$ cat config.mk
export PLATFORM = sky130hd
export DESIGN_NAME = hall_sector_decoder_period_capture_top
export DESIGN_NICKNAME = d
export VERILOG_FILES = /design/src/design/hsdpc_pkg.sv /design/src/design/hsdpc_ring.sv /design/src/design/hall_sector_decoder_period_capture_top.sv
export VERILOG_INCLUDE_DIRS = /design/src /design/src/design
export SDC_FILE = /design/constraint.sdc
export NUM_CORES = 1
export LEC_CHECK = 0
export ABC_AREA = 1
export BUFFER_PORTS_ARGS = -buffer_cell sky130_fd_sc_hd__buf_2
export CORE_MARGIN = 4
export CORE_UTILIZATION = 30
export DETAILED_ROUTE_END_ITERATION = 10
export PLACE_DENSITY = 0.49
export SYNTH_ARGS = -nofsm -noshare
export SYNTH_HDL_FRONTEND = slang
export SYNTH_SLANG_ARGS = --single-unit
$ cat constraint.sdc
create_clock -name clk -period 3.2 [get_ports clk]
set_clock_uncertainty 0.15 [all_clocks]
set_input_delay 0 -clock clk [delete_from_list [all_inputs] [get_ports clk]]
set_output_delay 0 -clock clk [all_outputs]
set_load 0.01 [all_outputs]
$ cat src/design/hall_sector_decoder_period_capture_top_defines.svh
`ifndef HALL_SECTOR_DECODER_PERIOD_CAPTURE_TOP_DEFINES_SVH
`define HALL_SECTOR_DECODER_PERIOD_CAPTURE_TOP_DEFINES_SVH

// concurrent check on clk, idle while arst_n is low
`define HSDPC_ASSERT(label, prop, msg) \
	label: assert property (@(posedge clk) disable iff (!arst_n) prop) else $error(msg);

// implication check on clk, idle while arst_n is low
`define HSDPC_ASSERT_IMP(label, ante, cons, msg) \
	`HSDPC_ASSERT(label, (ante) |-> (cons), msg)

`endif

$ cat src/design/hsdpc_pkg.sv
`timescale 1ns / 1ps
`default_nettype none

package hsdpc_pkg;

	localparam int unsigned CNT_W   = 16;
	localparam int unsigned ANGLE_W = 9;
	localparam int unsigned DELTA_W = 10;
	localparam int unsigned SLOT_W  = 3;

	typedef enum logic [1:0] {
		KIND_TICK = 2'd0,
		KIND_HALL = 2'd1,
		KIND_INIT = 2'd2,
		KIND_NONE = 2'd3
	} kind_t;

	localparam logic [ANGLE_W-1:0] ANGLE_0   = 9'd0;
	localparam logic [ANGLE_W-1:0] ANGLE_60  = 9'd60;
	localparam logic [ANGLE_W-1:0] ANGLE_120 = 9'd120;
	localparam logic [ANGLE_W-1:0] ANGLE_180 = 9'd180;
	localparam logic [ANGLE_W-1:0] ANGLE_240 = 9'd240;
	localparam logic [ANGLE_W-1:0] ANGLE_300 = 9'd300;

	localparam logic [CNT_W-1:0] PERIOD_RESET = 16'hFFFF;

	typedef struct packed {
		logic             en;
		logic [CNT_W-1:0] value;
	} cap_t;

	typedef struct packed {
		logic               ok;
		logic [ANGLE_W-1:0] angle;
	} sector_t;

	// code is {a, b, c}
	function automatic sector_t decode_sector(input logic [2:0] code);
		sector_t r;
		r.ok    = 1'b1;
		r.angle = ANGLE_0;
		unique case (code)
			3'd5: r.angle = ANGLE_0;
			3'd4: r.angle = ANGLE_60;
			3'd6: r.angle = ANGLE_120;
			3'd2: r.angle = ANGLE_180;
			3'd3: r.angle = ANGLE_240;
			3'd1: r.angle = ANGLE_300;
			default: r.ok = 1'b0;
		endcase
		return r;
	endfunction

endpackage

`default_nettype wire

$ cat src/design/hsdpc_ring.sv
`timescale 1ns / 1ps
`default_nettype none

module hsdpc_ring #(
	parameter int unsigned RING_DEPTH = 8
) (
	input  wire logic                            clk,
	input  wire logic                            arst_n,
	input  wire hsdpc_pkg::cap_t                 cap,
	input  wire logic [hsdpc_pkg::SLOT_W-1:0]    read_slot,
	output logic      [hsdpc_pkg::CNT_W-1:0]     slot_interval,
	output logic      [hsdpc_pkg::SLOT_W-1:0]    next_slot
);

	localparam int unsigned IDX_W = (RING_DEPTH > 1) ? $clog2(RING_DEPTH) : 1;
	localparam logic [IDX_W-1:0] LAST_IDX = IDX_W'(RING_DEPTH - 1);

	logic [hsdpc_pkg::CNT_W-1:0] ring_q [RING_DEPTH];
	logic [IDX_W-1:0]            wr_idx_q;
	logic [IDX_W-1:0]            wr_idx_next;
	logic [IDX_W-1:0]            rd_idx;
	logic                        rd_ok;

	always_comb begin
		wr_idx_next = wr_idx_q;
		if (cap.en) begin
			wr_idx_next = (wr_idx_q == LAST_IDX) ? '0 : wr_idx_q + IDX_W'(1);
		end
	end

	always_ff @(posedge clk or negedge arst_n) begin
		if (!arst_n) begin
			wr_idx_q <= '0;
			for (int i = 0; i < RING_DEPTH; i++) begin
				ring_q[i] <= '0;
			end
		end else begin
			wr_idx_q <= wr_idx_next;
			if (cap.en) begin
				ring_q[wr_idx_q] <= cap.value;
			end
		end
	end

	// read after this update: bypass the entry being written
	assign rd_ok  = 32'(read_slot) < RING_DEPTH;
	assign rd_idx = IDX_W'(read_slot);

	always_comb begin
		slot_interval = '0;
		if (rd_ok) begin
			slot_interval = (cap.en && rd_idx == wr_idx_q) ? cap.value : ring_q[rd_idx];
		end
	end

	assign next_slot = hsdpc_pkg::SLOT_W'(wr_idx_next);

endmodule

`default_nettype wire

$ cat src/design/hall_sector_decoder_period_capture_top.sv
// each item passes the input register, then the result register, before it is offered
// throughput: one item per cycle while results are taken, input register then result register
// s_tready drops only while the result register is full and not taken
// arst_n clears control state: period 65535, counter 0, ring zero, overrun set
// angle and delta reset to zero; no clearing pass is needed
`timescale 1ns / 1ps
`default_nettype none
`include "hall_sector_decoder_period_capture_top_defines.svh"

module hall_sector_decoder_period_capture_top #(
	parameter int unsigned RING_DEPTH = 8
) (
	input  wire logic        clk,
	input  wire logic        arst_n,
	input  wire logic        s_tvalid,
	output logic             s_tready,
	input  wire logic [7:0]  s_tdata,   // hall_a, hall_b, hall_c, read_slot[2:0], zeros
	input  wire logic [1:0]  s_tuser,   // kind[1:0]
	output logic             m_tvalid,
	input  wire logic        m_tready,
	output logic      [39:0] m_tdata,   // angle_deg[8:0], delta_angle[9:0], overrun,
	                                    // timeout_now, slot_interval[15:0], next_slot[2:0]
	input  wire logic        cfg_we,
	input  wire logic [15:0] cfg_wdata  // timeout_period
);

	localparam int unsigned CNT_W   = hsdpc_pkg::CNT_W;
	localparam int unsigned ANGLE_W = hsdpc_pkg::ANGLE_W;
	localparam int unsigned DELTA_W = hsdpc_pkg::DELTA_W;
	localparam int unsigned SLOT_W  = hsdpc_pkg::SLOT_W;

	logic                     valid_s1;
	hsdpc_pkg::kind_t         kind_s1;
	logic [2:0]               hall_s1;
	logic [SLOT_W-1:0]        slot_s1;

	logic                     valid_s2;
	logic [39:0]              data_s2;

	logic [CNT_W-1:0]         period_q;
	logic [CNT_W-1:0]         cnt_q;
	logic                     overrun_q;
	logic [ANGLE_W-1:0]       angle_q;
	logic [DELTA_W-1:0]       delta_q;

	logic                     adv;
	logic                     in_xfer;
	logic [CNT_W:0]           cnt_inc;
	logic [CNT_W-1:0]         cnt_d;
	logic                     overrun_d;
	logic [ANGLE_W-1:0]       angle_d;
	logic [DELTA_W-1:0]       delta_d;
	logic                     timeout_d;
	hsdpc_pkg::cap_t          cap;
	hsdpc_pkg::sector_t       sector;
	logic [CNT_W-1:0]         slot_interval;
	logic [SLOT_W-1:0]        next_slot;

	assign adv      = valid_s1 && (!valid_s2 || m_tready);
	assign s_tready = !valid_s1 || adv;
	assign in_xfer  = s_tvalid && s_tready;

	always_ff @(posedge clk or negedge arst_n) begin
		if (!arst_n) begin
			valid_s1 <= 1'b0;
		end else if (in_xfer) begin
			valid_s1 <= 1'b1;
		end else if (adv) begin
			valid_s1 <= 1'b0;
		end
	end

	always_ff @(posedge clk) begin
		if (in_xfer) begin
			kind_s1 <= hsdpc_pkg::kind_t'(s_tuser);
			hall_s1 <= {s_tdata[0], s_tdata[1], s_tdata[2]};
			slot_s1 <= s_tdata[5:3];
		end
	end

	assign sector  = hsdpc_pkg::decode_sector(hall_s1);
	assign cnt_inc = {1'b0, cnt_q} + (CNT_W+1)'(1);

	always_comb begin
		cnt_d     = cnt_q;
		overrun_d = overrun_q;
		angle_d   = angle_q;
		delta_d   = delta_q;
		timeout_d = 1'b0;
		cap.en    = 1'b0;
		cap.value = cnt_q;
		unique case (kind_s1)
			hsdpc_pkg::KIND_TICK: begin
				if (cnt_inc >= {1'b0, period_q}) begin
					cnt_d     = '0;
					overrun_d = 1'b1;
					timeout_d = 1'b1;
					cap.en    = 1'b1;
					cap.value = period_q;
				end else begin
					cnt_d = cnt_inc[CNT_W-1:0];
				end
			end
			hsdpc_pkg::KIND_HALL: begin
				cap.en    = 1'b1;
				cnt_d     = '0;
				overrun_d = 1'b0;
				if (sector.ok) begin
					angle_d = sector.angle;
				end
				delta_d = DELTA_W'(angle_d) - DELTA_W'(angle_q);
			end
			hsdpc_pkg::KIND_INIT: begin
				if (sector.ok) begin
					angle_d = sector.angle;
				end
			end
			default: begin
			end
		endcase
		if (!adv) begin
			cap.en = 1'b0;
		end
	end

	hsdpc_ring #(
		.RING_DEPTH(RING_DEPTH)
	) u_ring (
		.clk          (clk),
		.arst_n       (arst_n),
		.cap          (cap),
		.read_slot    (slot_s1),
		.slot_interval(slot_interval),
		.next_slot    (next_slot)
	);

	always_ff @(posedge clk or negedge arst_n) begin
		if (!arst_n) begin
			period_q  <= hsdpc_pkg::PERIOD_RESET;
			cnt_q     <= '0;
			overrun_q <= 1'b1;
			angle_q   <= '0;
			delta_q   <= '0;
			valid_s2  <= 1'b0;
		end else begin
			if (cfg_we) begin
				period_q <= cfg_wdata;
			end
			if (adv) begin
				cnt_q     <= cnt_d;
				overrun_q <= overrun_d;
				angle_q   <= angle_d;
				delta_q   <= delta_d;
				valid_s2  <= 1'b1;
			end else if (m_tready) begin
				valid_s2  <= 1'b0;
			end
		end
	end

	always_ff @(posedge clk) begin
		if (adv) begin
			data_s2 <= {next_slot, slot_interval, timeout_d, overrun_d, delta_d, angle_d};
		end
	end

	assign m_tvalid = valid_s2;
	assign m_tdata  = data_s2;

	`HSDPC_ASSERT_IMP(a_timeout_sets_overrun, valid_s2 && data_s2[20], data_s2[19],
		"timeout result without overrun")
	`HSDPC_ASSERT_IMP(a_angle_sector, valid_s2,
		data_s2[8:0] == hsdpc_pkg::ANGLE_0 || data_s2[8:0] == hsdpc_pkg::ANGLE_60 ||
		data_s2[8:0] == hsdpc_pkg::ANGLE_120 || data_s2[8:0] == hsdpc_pkg::ANGLE_180 ||
		data_s2[8:0] == hsdpc_pkg::ANGLE_240 || data_s2[8:0] == hsdpc_pkg::ANGLE_300,
		"angle is not a sector angle")
	`HSDPC_ASSERT(a_hall_clears, adv && kind_s1 == hsdpc_pkg::KIND_HALL |=>
		!overrun_q && cnt_q == '0, "hall change did not clear counter and overrun")
	`HSDPC_ASSERT(a_timeout_wraps, adv && timeout_d |=> cnt_q == '0 && overrun_q,
		"timeout did not wrap the counter")

endmodule

`default_nettype wire

==> flow_summary_export.csv <==
group,metric,value,unit
floorplanning,core_area,0.03910,sq mm
routing,routed_wl,38.27,mm
cells_and_area,drive_gt1_frac,0.2152,
power,leakagePower,0.007793,uW
timing,rsz0062_at_grt,"yes",
setup_path,worst-endpoint-required,3.37,ns
timing,slew_viol_final,0,
routing,first_pass_iters,5,
floorplanning,start_util,0.3068,
run_status,violations,"negative setup slack",
grt,antenna_found_initial,0,
grt,grt_max_degree,71,
routing,vias_per_cell,4.818,
timing,min_period,3.340,ns
timing,finalHoldViolCount,0,
routing,vias,10740,
setup_path,slowest_stage,"dfrtp_1",
timing,max_slew_margin,0.5112,
synth,syn_area,0.01200,sq mm
clocking,cts_buffers,29,
setup_path,critical_path_class,"flip-flop to flip-flop",
synth,dominantRegCellSynth,"dfrtp_1",
placed_design,gp_congestion,0.8391,
power,finalPower,12130,uW
setup_path,cp-end-kind,"flip-flop",
cells_and_area,final_area,0.01617,sq mm
synth,avgSynthCellArea,8.325,sq um
synth,ys_ff_latch,233,
clocking,htree_levels,1,
routing,dr.first_iter.drc_count,591,
synth,syn_inst,1441,
synth,synth_area_leaders,"dfrtp_1 (35%), nand2_1 (16%), edfxtp_1 (12%)",
placed_design,io_buffers,70,
routing,routedWlPerCell,17.17,microns
timing,finalSetupViolations,64,
routing,ant_nets,0,
floorplanning,ios,73,
setup_path,crit_arrival,3.51,ns
cells_and_area,num-fill-cells,3967,
synth,ys_seq_area_frac,0.5078,
floorplanning,std_cell_rows,72,
job,maxCapViolCount,0,
setup_path,crit_buf_inv,5,
synth,synth_edf_count,48,
setup_path,worstSetupStartpointType,"flip-flop",
timing,holdWs,0.08636,ns
synth,synth_cell_types,46,
clocking,cts_root_buf,"clkbuf_16",
setup_path,cp_cell_sequence,"nand3_2, nor2_2, nand2_1, buf_4, nor2_1, xor2_1, ha_1, nand2_1, inv_1, nand2_2, nor2_2, nand2_1, nand3_2, nor2_2, nand2_4, nand2_8, a21oi_4, buf_12, buf_16, nand2_1, o21ai_0, buf_4",
synth,synth_top_cell_by_area,"dfrtp_1",
cells_and_area,insertedDiodeCount,0,
placed_design,pre_cts_ws,-0.1317,ns
floorplanning,die_height,208.0,microns
synth,syn_nets,1501,
clocking,path_clk_slew,0.06,ns
setup_path,cp_top_family,"simple AND/OR/NAND/NOR gates",
routing,drc,0,
timing,layout_setup_ws,-0.1399,ns
setup_path,cp_max_fo,6,
synth,yosys_warnings,0,
cells_and_area,syn2layout_area_growth,34.81,%
clocking,cts_sinks,233,
timing,fmax,299.4,MHz
cells_and_area,final_cells,2228,
floorplanning,die_w,208.0,microns
synth,netlist.area_leader.share,0.3504,
setup_path,max_stage_delay,0.39,ns
clocking,cts_tree,"done",
hold_path,hold_class,"input pin to flip-flop",
synth,async_flop_share,0.7940,
placed_design,place_inst,2073,
grt,grt_pass1_vias,10700,
placed_design,dpl.hpwl,23.87,mm
cells_and_area,nets,1748,
power,ir_drop,0.4208,mV
placed_design,place_area,0.01381,sq mm
grt,grt.total_usage,0.1708,
timing,timing.final.crit_share,1.044,
power,powerDensity,750.0,mW/mm^2
timing,worst_pin_slew,0.7305,ns
clocking,cts_buffer_depth,3,
grt,gr-total-overflow,0,
clocking,clk_latency,0.59,ns
floorplanning,dieArea,0.04325,sq mm
setup_path,crit_top_cell,"nand2_1",
grt,grt_pass1_wl,60.20,mm
run_status,status,"finished with violations",
==> cell usage after synthesis, types with 23 or more instances <==
| library cell | n |
|---|---|
| clkbuf_1 | 41 |
| nand2_1 | 499 |
| o21ai_0 | 97 |
| nor2_1 | 67 |
| inv_1 | 97 |
| ha_1 | 29 |
| a21oi_1 | 28 |
| edfxtp_1 | 48 |
| dfrtp_1 | 168 |
| buf_2 | 23 |
| o22ai_1 | 33 |
| nand3_1 | 181 |
==> layer usage <==
layer  part of all wire  vias to the layer above  GRT usage
met3              0.051                       48    0.02621
met1               0.46                     5179     0.2386
met2               0.47                      257     0.2811
met4              0.017                        0    0.04100
li1                   -                     5251          -
met5                  0                        -          0
==> placed cells by master (no fill, tap or decap), drive strengths merged, types with 3 or more instances in the layout <==
cell type / netlist / layout
bufinv: 0 / 3
a21oi: 29 / 29
o21bai: 3 / 3
nand3: 190 / 193
dlygate4sd3: 0 / 76
buf: 33 / 208
o21ai: 98 / 98
dfstp: 17 / 17
clkinv: 4 / 13
edfxtp: 48 / 48
a32o: 16 / 16
o22ai: 33 / 33
xor2: 15 / 15
nand2: 524 / 524
dfrtp: 168 / 168
nand4: 3 / 3
or2: 3 / 3
ha: 29 / 29
clkbuf: 41 / 40
nor2: 71 / 71
inv: 97 / 99
==> repair_timing <==
item	in CTS	in global routing
endpoints found under the setup margin	143	156
setup buffers	8	11
gates resized for setup	24	47
hold endpoints to repair	194	0
pin swaps	1	4
gates cloned	1	5
hold buffers	77	0
==> worst register-to-register path, cell delays in order, from the launching register on <==
cell and delay (ns):
dfrtp_1 0.39, nand3_2 0.11, nor2_2 0.16, nand2_1 0.11
buf_4 0.16, nor2_1 0.10, xor2_1 0.27, ha_1 0.29
nand2_1 0.06, inv_1 0.05, nand2_2 0.08, nor2_2 0.04
nand2_1 0.07, nand3_2 0.07, nor2_2 0.15, nand2_4 0.09
nand2_8 0.10, a21oi_4 0.08, buf_12 0.16, buf_16 0.13
nand2_1 0.05, o21ai_0 0.08, buf_4 0.14
==> kinds of logic (layout without fill, tap and decap cells) <==
| logic type | Yosys count | in the layout | share of synthesized area |
|---|---|---|---|
| AND/OR/NAND/NOR | 796 | 799 | 0.2940 |
| XOR/XNOR | 16 | 16 | 0.01168 |
| buffers and inverters | 175 | 441 | 0.06101 |
| AO/OA/AOI/OAI | 191 | 191 | 0.09428 |
| flip-flops | 233 | 233 | 0.5078 |
| adder cells (fa/ha/maj) | 29 | 29 | 0.03025 |
| multiplexers | 1 | 1 | 0.0009386 |
==> final timing paths <==
kind	start	to	slack, ns	cells past startpoint
min in group asynchronous	arst_n	period_q[6]	0.50	3
worst min-delay path	m_tready	m_tvalid	0.09	5
max in group asynchronous	arst_n	period_q[11]	1.95	4
worst min register to register	u_ring.ring_q[102]	u_ring.ring_q[102]	0.33	2
worst max-delay path	cnt_q[1]	m_tdata[39]	-0.14	22
worst max register to register	cnt_q[1]	m_tdata[39]	-0.14	22
==> sequential cells by signal (all words and copies together) (netlist names), 2 cells and up <==
| register | cells |
|---|---|
| angle_q | 9 |
| cnt_q | 16 |
| delta_q | 10 |
| hall_s1 | 3 |
| kind_s1 | 2 |
| m_tdata | 40 |
| period_q | 16 |
| slot_s1 | 3 |
| u_ring.ring_q | 128 |
| u_ring.wr_idx_q | 3 |
==> area by class of cell <==
cell class	instances	area [sq um]	area share
clock buffers	37	817.0	0.05052
clock inverters	16	176.4	0.01091
inverters	101	379.1	0.02344
multi-input cells	1036	5480	0.3389
flip-flops and latches	233	6092	0.3767
well taps	518	648.1	0.04007
repair buffers	287	2580	0.1595
==> through the flow <==
stage / util / setup TNS [ns]
floorplan: - / 0
global placement: 0.3532 / -13.98
detailed placement: 0.3532 / -9.773
CTS: 0.4040 / -0.5034
global route: 0.4137 / -25.98
finish: 0.4137 / -2.610
==> where the power goes <==
group          switching (uW)  internal [uW]  leakage [uW]
registers                 436           3910       0.00291
clock network            1370           2050      0.000489
logic                    2600           1760       0.00439
total                    4410           7720       0.00779
Power figures use the tool's default switching activity.
